File: src/rtl/core/heat_stencil_rhs_3d_assert.svh
// ----------------------------------------------------------------------------
// Assertion macros for the heat stencil block.
// Each macro checks one implication on the rising clock edge, with reset
// masking the check.
// ----------------------------------------------------------------------------
`ifndef HEAT_STENCIL_RHS_3D_ASSERT_SVH
`define HEAT_STENCIL_RHS_3D_ASSERT_SVH

// Consequent must hold in the same cycle as the antecedent.
`define HSR_ASSERT_SAME(label, clk, rst_n, ante, cons) \
    label: assert property (@(posedge clk) disable iff (!(rst_n)) (ante) |-> (cons)) \
        else $error("heat stencil: same-cycle check failed");

// Consequent must hold in the cycle after the antecedent.
`define HSR_ASSERT_NEXT(label, clk, rst_n, ante, cons) \
    label: assert property (@(posedge clk) disable iff (!(rst_n)) (ante) |=> (cons)) \
        else $error("heat stencil: next-cycle check failed");

`endif

File: src/rtl/core/hsr3d_pkg.sv
// ----------------------------------------------------------------------------
// hsr3d_pkg
// Shared types, widths, codes and helpers for the 3D heat stencil block.
// ----------------------------------------------------------------------------
`default_nettype none

package hsr3d_pkg;

    // Field widths.
    localparam int COORD_W    = 4;
    localparam int VAL_W      = 32;
    localparam int WEIGHT_W   = 20;
    localparam int SIZE_W     = 5;
    localparam int CFG_IDX_W  = 2;
    localparam int CFG_DATA_W = 20;

    // Internal widths. Grid sizes and neighbor coordinates fit in DIM_W bits, at most 127.
    localparam int DIM_W  = 7;
    localparam int FRAC_W = 16;
    localparam int SUM_W  = VAL_W + 3;
    localparam int LAP_W  = VAL_W + 4;
    localparam int HALF_W = LAP_W / 2;
    localparam int PROD_W = WEIGHT_W + 1 + HALF_W + 1;
    localparam int T_W    = 60;
    localparam int B_W    = T_W - FRAC_W;

    // Default store dimensions.
    localparam int DEF_MAX_WIDTH  = 16;
    localparam int DEF_MAX_DEPTH  = 16;
    localparam int DEF_MAX_HEIGHT = 16;

    // Register reset values and limits.
    localparam logic [WEIGHT_W-1:0] WEIGHT_RESET = '0;
    localparam logic [SIZE_W-1:0]   SIZE_RESET   = SIZE_W'(16);
    localparam int                  MIN_SIZE     = 2;

    // Saturation bounds.
    localparam logic [VAL_W-1:0] SAT_MAX = {1'b0, {(VAL_W-1){1'b1}}};
    localparam logic [VAL_W-1:0] SAT_MIN = {1'b1, {(VAL_W-1){1'b0}}};

    // Configuration register indexes.
    localparam logic [CFG_IDX_W-1:0] CFG_WEIGHT = CFG_IDX_W'(0);
    localparam logic [CFG_IDX_W-1:0] CFG_WIDTH  = CFG_IDX_W'(1);
    localparam logic [CFG_IDX_W-1:0] CFG_DEPTH  = CFG_IDX_W'(2);
    localparam logic [CFG_IDX_W-1:0] CFG_HEIGHT = CFG_IDX_W'(3);

    // Request operation codes.
    localparam logic OP_WRITE = 1'b0;
    localparam logic OP_QUERY = 1'b1;

    // Stencil taps in the order they are read from the grid memory.
    typedef enum logic [2:0] {
        TAP_CENTER,
        TAP_XLO,
        TAP_XHI,
        TAP_YLO,
        TAP_YHI,
        TAP_ZLO,
        TAP_ZHI
    } t_tap;

    // Commands from the controller to the datapath.
    typedef struct packed {
        logic capture;
        logic wr;
        logic rd;
        t_tap tap;
        logic col;
        logic col_center;
        logic lap;
        logic mul_lo;
        logic mul_hi;
        logic sum;
        logic out_load;
    } t_dp_cmd;

    // Status from the datapath about the request on the input port.
    typedef struct packed {
        logic is_query;
        logic oor;
    } t_dp_stat;

    // Limit a grid size register to the range the store supports.
    function automatic logic [DIM_W-1:0] clamp_dim(input logic [SIZE_W-1:0] size,
                                                   input int unsigned max_size);
        logic [DIM_W-1:0] v;
        logic [DIM_W-1:0] lim;
        v   = DIM_W'(size);
        lim = DIM_W'(max_size);
        if (v < DIM_W'(MIN_SIZE)) begin
            clamp_dim = DIM_W'(MIN_SIZE);
        end else if (v > lim) begin
            clamp_dim = lim;
        end else begin
            clamp_dim = v;
        end
    endfunction

endpackage

`default_nettype wire

File: src/rtl/core/hsr3d_ctrl.sv
// ----------------------------------------------------------------------------
// hsr3d_ctrl
// Controller: accepts requests, sequences the seven grid reads and the
// arithmetic steps, and owns the output valid flag.
// ----------------------------------------------------------------------------
`default_nettype none

`include "heat_stencil_rhs_3d_assert.svh"

module hsr3d_ctrl (
    input  wire logic                 i_clk,
    input  wire logic                 i_rst_n,
    input  wire logic                 i_valid,
    output logic                      o_stall,
    output logic                      o_valid,
    input  wire logic                 i_stall,
    input  wire hsr3d_pkg::t_dp_stat  i_stat,
    output hsr3d_pkg::t_dp_cmd        o_cmd
);

    typedef enum logic [2:0] {
        ST_IDLE,
        ST_READ,
        ST_LAST,
        ST_LAP,
        ST_MUL_LO,
        ST_MUL_HI,
        ST_SUM,
        ST_DONE
    } t_state;

    t_state            r_state, n_state;
    hsr3d_pkg::t_tap   r_tap, n_tap;
    logic              r_out_valid, n_out_valid;
    logic              w_slot_free;

    // The output register can take a new result when empty or being emptied.
    assign w_slot_free = !r_out_valid || !i_stall;
    assign o_stall     = (r_state != ST_IDLE);
    assign o_valid     = r_out_valid;

    // Next state and datapath commands.
    always_comb begin
        n_state     = r_state;
        n_tap       = r_tap;
        o_cmd       = '0;
        o_cmd.tap   = r_tap;
        n_out_valid = r_out_valid && i_stall;

        unique case (r_state)
            ST_IDLE: begin
                if (i_valid) begin
                    o_cmd.capture = 1'b1;
                    if (!i_stat.is_query) begin
                        o_cmd.wr = 1'b1;
                    end else if (i_stat.oor) begin
                        n_state = ST_DONE;
                    end else begin
                        n_state = ST_READ;
                        n_tap   = hsr3d_pkg::TAP_CENTER;
                    end
                end
            end
            ST_READ: begin
                o_cmd.rd         = 1'b1;
                o_cmd.col        = (r_tap != hsr3d_pkg::TAP_CENTER);
                o_cmd.col_center = (r_tap == hsr3d_pkg::TAP_XLO);
                if (r_tap == hsr3d_pkg::TAP_ZHI) begin
                    n_state = ST_LAST;
                end else begin
                    n_tap = hsr3d_pkg::t_tap'(r_tap + 3'd1);
                end
            end
            ST_LAST: begin
                o_cmd.col = 1'b1;
                n_state   = ST_LAP;
            end
            ST_LAP: begin
                o_cmd.lap = 1'b1;
                n_state   = ST_MUL_LO;
            end
            ST_MUL_LO: begin
                o_cmd.mul_lo = 1'b1;
                n_state      = ST_MUL_HI;
            end
            ST_MUL_HI: begin
                o_cmd.mul_hi = 1'b1;
                n_state      = ST_SUM;
            end
            ST_SUM: begin
                o_cmd.sum = 1'b1;
                n_state   = ST_DONE;
            end
            ST_DONE: begin
                if (w_slot_free) begin
                    o_cmd.out_load = 1'b1;
                    n_out_valid    = 1'b1;
                    n_state        = ST_IDLE;
                end
            end
            default: n_state = ST_IDLE;
        endcase
    end

    // State and registered outputs.
    always_ff @(posedge i_clk) begin
        if (!i_rst_n) begin
            r_state     <= ST_IDLE;
            r_tap       <= hsr3d_pkg::TAP_CENTER;
            r_out_valid <= 1'b0;
        end else begin
            r_state     <= n_state;
            r_tap       <= n_tap;
            r_out_valid <= n_out_valid;
        end
    end

    // A result never overwrites one that is still waiting.
    `HSR_ASSERT_SAME(a_load_slot_free, i_clk, i_rst_n, o_cmd.out_load, !r_out_valid || !i_stall)

    // An in-range query starts its reads with the center cell.
    `HSR_ASSERT_NEXT(a_query_starts_reads, i_clk, i_rst_n, r_state == ST_IDLE && i_valid && i_stat.is_query && !i_stat.oor, r_state == ST_READ && r_tap == hsr3d_pkg::TAP_CENTER)

    // The last neighbor read is followed by its collection step.
    `HSR_ASSERT_NEXT(a_last_read_collects, i_clk, i_rst_n, r_state == ST_READ && r_tap == hsr3d_pkg::TAP_ZHI, r_state == ST_LAST)

endmodule

`default_nettype wire

File: config.mk
export PLATFORM = sky130hd
export DESIGN_NAME = hsr3d_ctrl
export DESIGN_NICKNAME = d
export VERILOG_FILES = /design/src/rtl/core/hsr3d_pkg.sv /design/src/rtl/core/hsr3d_ctrl.sv
export VERILOG_INCLUDE_DIRS = /design/src /design/src/rtl/core
export SDC_FILE = /design/constraint.sdc
export NUM_CORES = 1
export LEC_CHECK = 0
export BUFFER_PORTS_ARGS = -buffer_cell sky130_fd_sc_hd__clkbuf_2
export CAP_MARGIN = 10
export CORE_AREA = 2 2 39 41
export DETAILED_ROUTE_END_ITERATION = 7
export DIE_AREA = 0 0 41 43
export PLACE_DENSITY = 0.68
export SLEW_MARGIN = 20
export SYNTH_ARGS = -nofsm -noshare
export SYNTH_HDL_FRONTEND = slang
export SYNTH_SLANG_ARGS = --single-unit
File: constraint.sdc
create_clock -name i_clk -period 1.5 [get_ports i_clk]
set_clock_uncertainty 0.1 [all_clocks]
set_input_delay 0.3 -clock i_clk [delete_from_list [all_inputs] [get_ports i_clk]]
set_output_delay 0.3 -clock i_clk [all_outputs]
set_load 0.1 [all_outputs]
==> impl_metrics.ini, run 1 <==
[status]
run_status = finished with violations
failed_checks = setup timing

[placement]
postPlaceCellArea_mm2 = 0.001097
port_buffers = 20
placed_cells_incl_taps = 113
place_hpwl_mm = 1.085
gpl.final_weighted_congestion = 0.8252

[critical_path]
crit_end_category = primary output
crit_chain = inv_4 -> ha_4 -> nand2b_1 -> nand3b_1 -> a21oi_4 -> buf_12
worst_r2r_startpoint = r_tap[0]
path_max_fanout = 2
rr_endpoint = r_tap[2]
crit_type = reg2out
regToRegSetupSlack_ns = -0.19
critPathRequiredTime_ns = 1.10
slowest_cell_on_the_critical_path = sky130_fd_sc_hd__dfxtp_4
critical_path.max_stage_delay_ns = 0.36
worst_setup_path_start_kind = flop
ff2ff_path_depth = 7
worstPathArrival_ns = 1.39

[power]
cellPowerDensity_mw_per_mm2 = 1712
ir_worst_vdd_mv = 1.405
total_leakage_power_uw = 0.0005445

[global_route]
grt_first_pass_wirelength_mm = 2.490
grt_start_max_net_pins = 9
grt_antenna_before_repair = 0
first_global_vias = 614
grt_remaining_overflow = 0
gr-usage-all-layers = 0.2105

[hold_path]
min_path_type = in2reg
worst_hold_path.num_cells = 2
worstHoldEndpoint = r_state[2]
worstHoldStart = i_rst_n

[timing]
timing.final.crit_share = 1.191
finalSetupViolCount = 15
setup_tns_ns = -2.055
fmax_mhz = 559.7
fin_ws_ns = -0.2866
period_minus_slack_ns = 1.787
tightest_slew_ns = 0.2540
final_hold_viol_count = 0
final_slew_violations = 0
maxSlewHeadroom = 0.8307
rsz0062_at_grt = yes

[routing]
postRouteAntennaNets = 0
wl_met3_um = 80
detail_route.wl_per_cell_um = 16.20
viasPerCell = 5.346
totalWireLength_mm = 2.057
met2_wirelength_mm = 1.160
first_pass_iters = 5
route.detailed.drc = 0
drtIter0Drc = 13
post_route_met1_wirelength_um = 792
top_layer_used = met4
vias = 679

[clock_network]
tritoncts_clock_tree = built
clock-sinks = 7
htree_levels = 1
cts_root_buf = sky130_fd_sc_hd__clkbuf_4
worst_skew_pair.late_latency_ns = 0.26
cts_buffer_depth = 2
numCtsBuffers = 3
cts_hold_buffers = 0
clk_pin_slew_ns = 0.05

[synth]
unique_masters_post_synth = 25
postSynthCellCount = 67
synth_area_leader_cell = sky130_fd_sc_hd__dfxtp_1
post_synth_main_area_contributors = sky130_fd_sc_hd__dfxtp_1, sky130_fd_sc_hd__ha_1, sky130_fd_sc_hd__nand2_1
synth_seq_cells = 7
synth-async-reset-ratio = 0
synth_edf_count = 0
post_synthesis_sequential_area_ratio = 0.2752
synth-main-ff-cell = sky130_fd_sc_hd__dfxtp_1
mappedNetlistArea_um2 = 509.2
yosys_warnings = 0
mappedNetlistNets = 77
yosys.area.top_type_share = 0.2752
synth.avg_cell_area_um2 = 7.601

[layout]
fin_nets = 122
syn_to_final_growth_pct = 147.9
layout.core_utilization = 0.9123
layout-drive-gt1-share = 0.7207
total_inserted_antenna_cells = 0
instances_no_fill = 127
stdcell_area_mm2 = 0.001262

[die]
design.core.area_mm2 = 0.001384
rows = 14
start_util = 0.3680
num_io_pins = 21
die_width_um = 41
fp.dieH_um = 43
dieArea_mm2 = 0.001763

[run]
timing.max_cap.violations = 0
[layout by cell type, fill, tap and decap left out, drive strengths merged, types with 2 or more instances in the layout]
cell type	n
buf	38
nand2	9
clkbuf	9
dfxtp	7
nor2	5
inv	5
a21oi	5
ha	4
nand3	4
nand2b	3
and2	3
a21boi	3
nand3b	2
and3b	2
nor3b	2
o21ai	2
[cells in the mapped netlist (2+ instances only)]
library cell	instances
sky130_fd_sc_hd__ha_1	4
sky130_fd_sc_hd__and3b_1	2
sky130_fd_sc_hd__and2_1	3
sky130_fd_sc_hd__nand3_1	4
sky130_fd_sc_hd__a21boi_0	2
sky130_fd_sc_hd__nor2_1	5
sky130_fd_sc_hd__a21oi_1	4
sky130_fd_sc_hd__nand2b_1	3
sky130_fd_sc_hd__o21ai_0	2
sky130_fd_sc_hd__nor3b_1	2
sky130_fd_sc_hd__buf_2	2
sky130_fd_sc_hd__inv_1	6
sky130_fd_sc_hd__dfxtp_1	7
sky130_fd_sc_hd__nand3b_1	2
sky130_fd_sc_hd__nand2_1	9
[worst max-delay path by stage]
stage                          start         to  slack [ns]  depth (start not counted)
after floorplan             r_tap[0]   o_cmd[5]       -0.46                          2
after global placement    r_state[1]  o_cmd[10]       -0.03                          4
after detailed placement  r_state[1]  o_cmd[10]       -0.04                          4
after CTS                   r_tap[0]   o_cmd[6]       -0.24                          6
after global routing        r_tap[0]   o_cmd[6]       -0.32                          6
final                       r_tap[0]   o_cmd[6]       -0.29                          6
[worst max-delay path: cells and delay by family, from the launching register on]
family	cells	cell delay, ns
flip-flops	1	0.36
AND/OR/NAND/NOR	2	0.23
buffers and inverters	2	0.22
AO/OA/AOI/OAI	1	0.17
adder cells (fa/ha/maj)	1	0.14
[per-layer routing]
layer | global-route usage | vias up
li1 | - | 321
met1 | 0.2338 | 332
met2 | 0.3500 | 22
met3 | 0.06806 | 4
met4 | 0.08000 | 0
met5 | 0 | -
[sequential cells by signal, indices dropped and copies added (netlist names)]
signal and flops:
o_valid 1, r_state 3, r_tap 3
[power by group]
part           switching (µW)  total, µW  internal (µW)
logic                     961       1680            715
registers                78.6        309            231
clock network            74.6        176            102
[cells by family (layout without fill, tap and decap cells)]
kind of cell,after synthesis,in the layout,synth area share
AO/OA/AOI/OAI,15,15,0.1990
adder cells (fa/ha/maj),4,4,0.09828
buffers and inverters,9,53,0.08599
flip-flops,7,7,0.2752
AND/OR/NAND/NOR,32,32,0.3415
[metrics by stage]
| stage | power [µW] | hold WS (ns) | worst slack (ns) |
|---|---|---|---|
| 5_1_grt | 2243 | 0.2547 | -0.3219 |
| 6_report | 2162 | 0.2604 | -0.2866 |
| 2_1_floorplan | 1245 | 0.3209 | -0.4580 |
| 4_1_cts | 2051 | 0.2602 | -0.2404 |
| 3_5_place_dp | 1734 | 0.4192 | -0.03794 |
| 3_3_place_gp | 1716 | 0.4127 | -0.02597 |
[area by class of cell]
type / instances / area (µm²)
Clock buffer: 4 / 26.28
Fill cell: 56 / 121.4
Inverter: 6 / 31.28
Multi-Input combinational cell: 51 / 494.2
Sequential cell: 7 / 166.4
Tap cell: 16 / 20.02
Timing Repair Buffer: 43 / 524.3
[repair_timing]
| action | CTS | global route |
|---|---|---|
| gates resized for setup | 17 | 3 |
| buffers inserted | 7 | 4 |
| pin swaps | 5 | 9 |
| endpoints found under the setup margin | 16 | 14 |
(Power assumes the default switching activity.)
==> run 2: changes to the inputs <==
Settings changed: ABC_AREA from default to 1, CORE_AREA 2 2 39 41 to default, CORE_MARGIN from default to 2, CORE_UTILIZATION from default to 41, DIE_AREA 0 0 41 43 to default, PLACE_DENSITY 0.68 to 0.72.
==> impl_metrics.ini, run 2 <==
[global_route]
grt_start_max_net_pins = 7

[die]
fp.dieH_um = 40.10
num_io_pins = 21
die_width_um = 40.10
rows = 13
start_util = 0.4266

[synth]
yosys_warnings = 0
mappedNetlistArea_um2 = 534.3
post_synth_main_area_contributors = sky130_fd_sc_hd__dfxtp_1, sky130_fd_sc_hd__nand2_1, sky130_fd_sc_hd__ha_1
postSynthCellCount = 86
post_synth_most_frequent_cells = sky130_fd_sc_hd__nand2_1, sky130_fd_sc_hd__nor2_1, sky130_fd_sc_hd__inv_1
synth_edf_count = 0
synth.avg_cell_area_um2 = 6.212
post_synthesis_sequential_area_ratio = 0.2623
mappedNetlistNets = 96
synth_area_leader_cell = sky130_fd_sc_hd__dfxtp_1
yosys.area.top_type_share = 0.2623
synth-async-reset-ratio = 0
most_used_standard_cell_by_instance_count_after_synthesis = sky130_fd_sc_hd__nand2_1
unique_masters_post_synth = 17
synth_seq_cells = 7
synth-main-ff-cell = sky130_fd_sc_hd__dfxtp_1

[timing]
worstEpCategory = output port
globalroute.repair_timing.worst_endpoint = o_cmd[6]

[clock_network]
numCtsBuffers = 3
cts_buffer_depth = 2
cts_root_buf = sky130_fd_sc_hd__clkbuf_4
clock-sinks = 7
cts_hold_buffers = 0
htree_levels = 1

[placement]
port_buffers = 20
detailedPlace.worstSlack_ns = 0.04677
place_hpwl_mm = 1.156
gpl.final_weighted_congestion = 0.7528
placed_cells_incl_taps = 122

[status]
run_status = aborted with a tool error
toolErrorMsg = [ERROR DPL-0038] Utilization greater than 100%, impossible to legalize
stop_stage = global routing (5_1_grt)
[run 2: timing repair]
action                                  4_1_cts
endpoints found under the setup margin       10
setup buffers                                12
cloned                                        1
gates resized for setup                      13
pin swaps                                     8
[run 2: through the flow]
step / cell area, µm² / hold WS, ns / util / TNS, ns
4_1_cts: 1195 / 0.2043 / 0.9540 / -0.7409
3_5_place_dp: 1026 / 0.4084 / 0.8192 / 0
3_3_place_gp: 1026 / 0.4107 / 0.8192 / 0
2_1_floorplan: 674.4 / 0.3154 / - / -2.390
[run 2: cells by family after synthesis]
logic type | Yosys count | synth area share
buffers and inverters | 15 | 0.1101
flip-flops | 7 | 0.2623
AND/OR/NAND/NOR | 54 | 0.4614
AO/OA/AOI/OAI | 6 | 0.07260
adder cells (fa/ha/maj) | 4 | 0.09368
==> run 3: changes to the inputs <==
Settings changed: CORE_AREA from default to 2 2 63 65, CORE_MARGIN 2 to default, CORE_UTILIZATION 41 to default, DIE_AREA from default to 0 0 65 67, PLACE_DENSITY 0.72 to default, PLACE_DENSITY_LB_ADDON from default to 0.15.
Clock period 1.5 ns to 2 ns, I/O delays scaled along.
==> impl_metrics.ini, run 3 <==
[synth]
unique_masters_post_synth = 17
mappedNetlistNets = 96
synth-main-ff-cell = sky130_fd_sc_hd__dfxtp_1
yosys.area.top_type_share = 0.2623
post_synthesis_sequential_area_ratio = 0.2623
synth_edf_count = 0
post_synth_main_area_contributors = sky130_fd_sc_hd__dfxtp_1, sky130_fd_sc_hd__nand2_1, sky130_fd_sc_hd__ha_1
mappedNetlistArea_um2 = 534.3
synth_seq_cells = 7
most_used_standard_cell_by_instance_count_after_synthesis = sky130_fd_sc_hd__nand2_1
synth-async-reset-ratio = 0
yosys_warnings = 0
post_synth_most_frequent_cells = sky130_fd_sc_hd__nand2_1, sky130_fd_sc_hd__nor2_1, sky130_fd_sc_hd__inv_1
postSynthCellCount = 86
synth.avg_cell_area_um2 = 6.212
synth_area_leader_cell = sky130_fd_sc_hd__dfxtp_1

[layout]
fin_nets = 121
syn_to_final_growth_pct = 81.97
layout.core_utilization = 0.2696
layout-drive-gt1-share = 0.4818
stdcell_area_um2 = 972.2
layout_common_cells = sky130_fd_sc_hd__nand2_1, sky130_fd_sc_hd__buf_12, sky130_fd_sc_hd__clkbuf_2
mostFrequentLayoutCell = sky130_fd_sc_hd__nand2_1
total_inserted_antenna_cells = 0

[global_route]
first_global_vias = 559
gr-usage-all-layers = 0.06975
grt_remaining_overflow = 0
grt_start_max_net_pins = 11
grt_antenna_before_repair = 0
grt_first_pass_wirelength_mm = 2.304

[hold_path]
worstHoldEndpoint = o_valid
worstHoldStart = i_stall
worst_hold_path.num_cells = 3
min_path_type = in2reg

[status]
run_status = finished clean

[critical_path]
crit_end_category = primary output
worst_r2r_startpoint = r_state[0]
rr_endpoint = r_tap[2]
path_max_fanout = 7
crit_type = reg2out
critPathBufInv = 2
critPathRequiredTime_ns = 1.50
critical_path.max_stage_delay_ns = 0.50
slowest_cell_on_the_critical_path = sky130_fd_sc_hd__dfxtp_1
worst_path_dominant_cell_family = flip-flops
worstPathArrival_ns = 1.39
ff2ff_path_depth = 6
regToRegSetupSlack_ns = 0.63
crit_chain = nand2_1 -> nor2_1 -> inv_1 -> nor2_4 -> buf_12
worst_setup_path_start_kind = flop

[routing]
vias = 602
viasPerCell = 3.810
totalWireLength_mm = 1.364
drtIter0Drc = 18
first_pass_iters = 4
route.detailed.drc = 0
detail_route.wl_per_cell_um = 8.633
postRouteAntennaNets = 0

[placement]
gpl.final_weighted_congestion = 0.7060
place_hpwl_mm = 1.180
port_buffers = 20
postPlaceCellArea_um2 = 925.9

[die]
fp.dieH_um = 67
die_width_um = 65
rows = 22
dieArea_mm2 = 0.004355
start_util = 0.1482
design.core.area_mm2 = 0.003606
num_io_pins = 21

[timing]
tightest_slew_ns = 0.5394
final_hold_viol_count = 0
timing.final.crit_share = 0.9439
period_minus_slack_ns = 1.888
maxSlewHeadroom = 0.6420
finalSetupViolCount = 0
rsz0062_at_grt = no
final_slew_violations = 0
fmax_mhz = 529.7

[clock_network]
worst_skew_pair.late_latency_ns = 0.22
cts_root_buf = sky130_fd_sc_hd__clkbuf_8
cts_hold_buffers = 0
cts_buffer_depth = 2
htree_levels = 1
clock-sinks = 7
tritoncts_clock_tree = built
numCtsBuffers = 3
clk_pin_slew_ns = 0.04

[run]
timing.max_cap.violations = 0
run 3: cell counts after synthesis:
Identical to the previous run, type by type.
run 3: what timing repair did:
item / in CTS / in global routing
setup endpoints to repair: 0 / 1
gates resized for setup: 0 / 1
setup buffers: 0 / 0
run 3: layout make-up:
cell class	count	area [µm²]
tap	48	60.06
timing repair buffer	20	252.7
sequential	7	152.6
clock buffer	4	45.04
fill	391	2634
inverter	15	58.81
multi-input combinational	64	402.9
run 3: through the flow:
stage / worst slack (ns) / hold WS [ns] / setup TNS, ns / instances
finish: 0.1123 / 0.3376 / 0 / 158
global route: 0.004687 / 0.3645 / 0 / 158
CTS: 0.08090 / 0.3362 / 0 / 158
detailed placement: 0.3244 / 0.3910 / 0 / 154
global placement: 0.3261 / 0.3827 / 0 / 154
floorplan: -0.2909 / 0.4165 / -0.5095 / 86
run 3: how the worst max path moves through the flow:
stage          cells after the start        from         to  slack [ns]
2_1_floorplan                      3  r_state[2]  o_cmd[11]       -0.29
3_3_place_gp                       5  r_state[0]   o_cmd[6]        0.33
3_5_place_dp                       4  r_state[2]  o_cmd[11]        0.32
4_1_cts                            4  r_state[2]  o_cmd[11]        0.08
5_1_grt                            5  r_state[1]   o_cmd[0]       0.005
6_report                           5  r_state[1]   o_cmd[0]        0.11
run 3: cell families after synthesis:
logic type / after synthesis / share of synthesized area
buffers and inverters: 15 / 0.1101
DFF: 7 / 0.2623
AOI/OAI and AO/OA: 6 / 0.07260
and+or+nand+nor: 54 / 0.4614
adders and majority gates: 4 / 0.09368
run 3: layer usage:
| metal | track usage | vias to the layer above | wire (µm) |
|---|---|---|---|
| li1 | - | 317 | - |
| met1 | 0.08249 | 268 | 594 |
| met2 | 0.1095 | 15 | 642 |
| met3 | 0.01858 | 2 | 111 |
| met4 | 0.04787 | 0 | 15 |
| met5 | 0 | - | 0 |
run 3: worst min-delay path, cell delays in order:
cell                       delay (ns)
sky130_fd_sc_hd__clkbuf_2        0.08
sky130_fd_sc_hd__nand2_1         0.06
sky130_fd_sc_hd__a21oi_1         0.07
Power of run 3 is not shown: default switching activity piles up to over one toggle a cycle in this logic, so the estimate is an artifact.
==> run 4: changes to the inputs <==
Settings changed: ABC_AREA 1 to default.
==> impl_metrics.ini, run 4 (same netlist as run 1, synthesis figures left out) <==
[status]
run_status = finished clean

[clock_network]
cts_hold_buffers = 0
worst_skew_pair.late_latency_ns = 0.23
cts_buffer_depth = 2
clock-sinks = 7
htree_levels = 1
tritoncts_clock_tree = built
cts_root_buf = sky130_fd_sc_hd__clkbuf_8
clk_pin_slew_ns = 0.04
numCtsBuffers = 3

[layout]
layout_common_cells = sky130_fd_sc_hd__buf_12, sky130_fd_sc_hd__nand2_1, sky130_fd_sc_hd__clkbuf_2
fin_nets = 100
syn_to_final_growth_pct = 84.52
total_inserted_antenna_cells = 0
layout-drive-gt1-share = 0.4607
layout.core_utilization = 0.2606
mostFrequentLayoutCell = sky130_fd_sc_hd__buf_12

[run]
timing.max_cap.violations = 0

[global_route]
grt_antenna_before_repair = 0
grt_remaining_overflow = 0
grt_start_max_net_pins = 13
grt_first_pass_wirelength_mm = 2.346
first_global_vias = 528
gr-usage-all-layers = 0.07158

[hold_path]
worstHoldStart = i_rst_n
min_path_type = in2reg

[power]
power.switching_fraction = 0.5431
cellInternalPower_uw = 590.1
power.sequential.fraction = 0.179
combinationalPowerShare = 0.663
cellPowerDensity_mw_per_mm2 = 1374
power_switching_uw = 701.4
total_leakage_power_uw = 0.0003857
ir_worst_vdd_mv = 0.2334
share_of_power_burned_in_the_clock_network = 0.158

[timing]
fmax_mhz = 527.3
setup_tns_ns = 0
final_slew_violations = 0
rsz0062_at_grt = no
maxSlewHeadroom = 0.6422
finalSetupViolCount = 0
whs_ns = 0.3819
period_minus_slack_ns = 1.896
final_hold_viol_count = 0
timing.final.crit_share = 0.9482
tightest_slew_ns = 0.5390

[routing]
totalWireLength_mm = 1.393
drtIter0Drc = 10
detail_route.wl_per_cell_um = 10.17
route.detailed.drc = 0
top_layer_used = met4
wl_met3_um = 46
first_pass_iters = 4
vias = 521
viasPerCell = 3.803
postRouteAntennaNets = 0
met2_wirelength_um = 661
post_route_met1_wirelength_um = 657

[die]
start_util = 0.1412
num_io_pins = 21
die_width_um = 65
rows = 22
dieArea_mm2 = 0.004355
fp.dieH_um = 67
design.core.area_mm2 = 0.003606

[placement]
gpl.final_weighted_congestion = 0.7107
place_hpwl_mm = 1.094
port_buffers = 20

[critical_path]
worstPathArrival_ns = 1.40
path_max_fanout = 7
critical_path_origin = r_state[2]
worst_setup_path_start_kind = flop
crit_type = reg2out
critPathRequiredTime_ns = 1.50
crit_end_category = primary output
worst_r2r_startpoint = r_tap[0]
-- run 4: path summary, 6_finish.rpt --
check / to / slack, ns / depth (start not counted)
worst min register to register: r_tap[1] / 0.43 / 2
worst min-delay path: r_tap[0] / 0.38 / 2
worst max-delay path: o_cmd[11] / 0.10 / 4
worst max register to register: r_tap[2] / 0.31 / 6
-- run 4: repair_timing --
item                       4_1_cts  5_1_grt
buffers inserted                 0        0
resized for setup                0        3
setup endpoints to repair        1        4
-- run 4: area by class of cell --
cell class                 instances  area, µm²
multi-input combinational         51      392.9
clock buffer                       4      45.04
tap                               48      60.06
inverter                           6      27.53
sequential                         7      153.9
fill                             389       2666
timing repair buffer              21      260.3
-- run 4: power groups by stage --
stage                     sequential [µW]  clock (µW)  combinational, µW
final                                 231         204                856
after global routing                  238         218                907
after CTS                             220         213                860
after detailed placement              222           0                858
after global placement                219           0                858
after floorplan                       235           0                609
-- run 4: per-stage QoR --
stage	power (µW)	cell area, µm²	setup WS, ns	cells
after floorplan	844.6	586.8	-0.1698	67
after global placement	1077	885.9	0.2714	133
after detailed placement	1080	885.9	0.2462	133
after CTS	1293	930.9	-0.004154	137
after global routing	1362	939.7	0.02287	137
final	1291	939.7	0.1037	137
-- run 4: worst max-delay path: stages (launching register included) --
cell and delay, ns:
sky130_fd_sc_hd__dfxtp_1 0.38, sky130_fd_sc_hd__nor3_4 0.27, sky130_fd_sc_hd__and2_4 0.19, sky130_fd_sc_hd__nor2b_4 0.15, sky130_fd_sc_hd__buf_12 0.18
-- run 4: layer usage --
| layer | track usage | vias up |
|---|---|---|
| met2 | 0.1082 | 11 |
| met5 | 0 | - |
| li1 | - | 268 |
| met1 | 0.08569 | 240 |
| met4 | 0.06383 | 0 |
| met3 | 0.01351 | 2 |
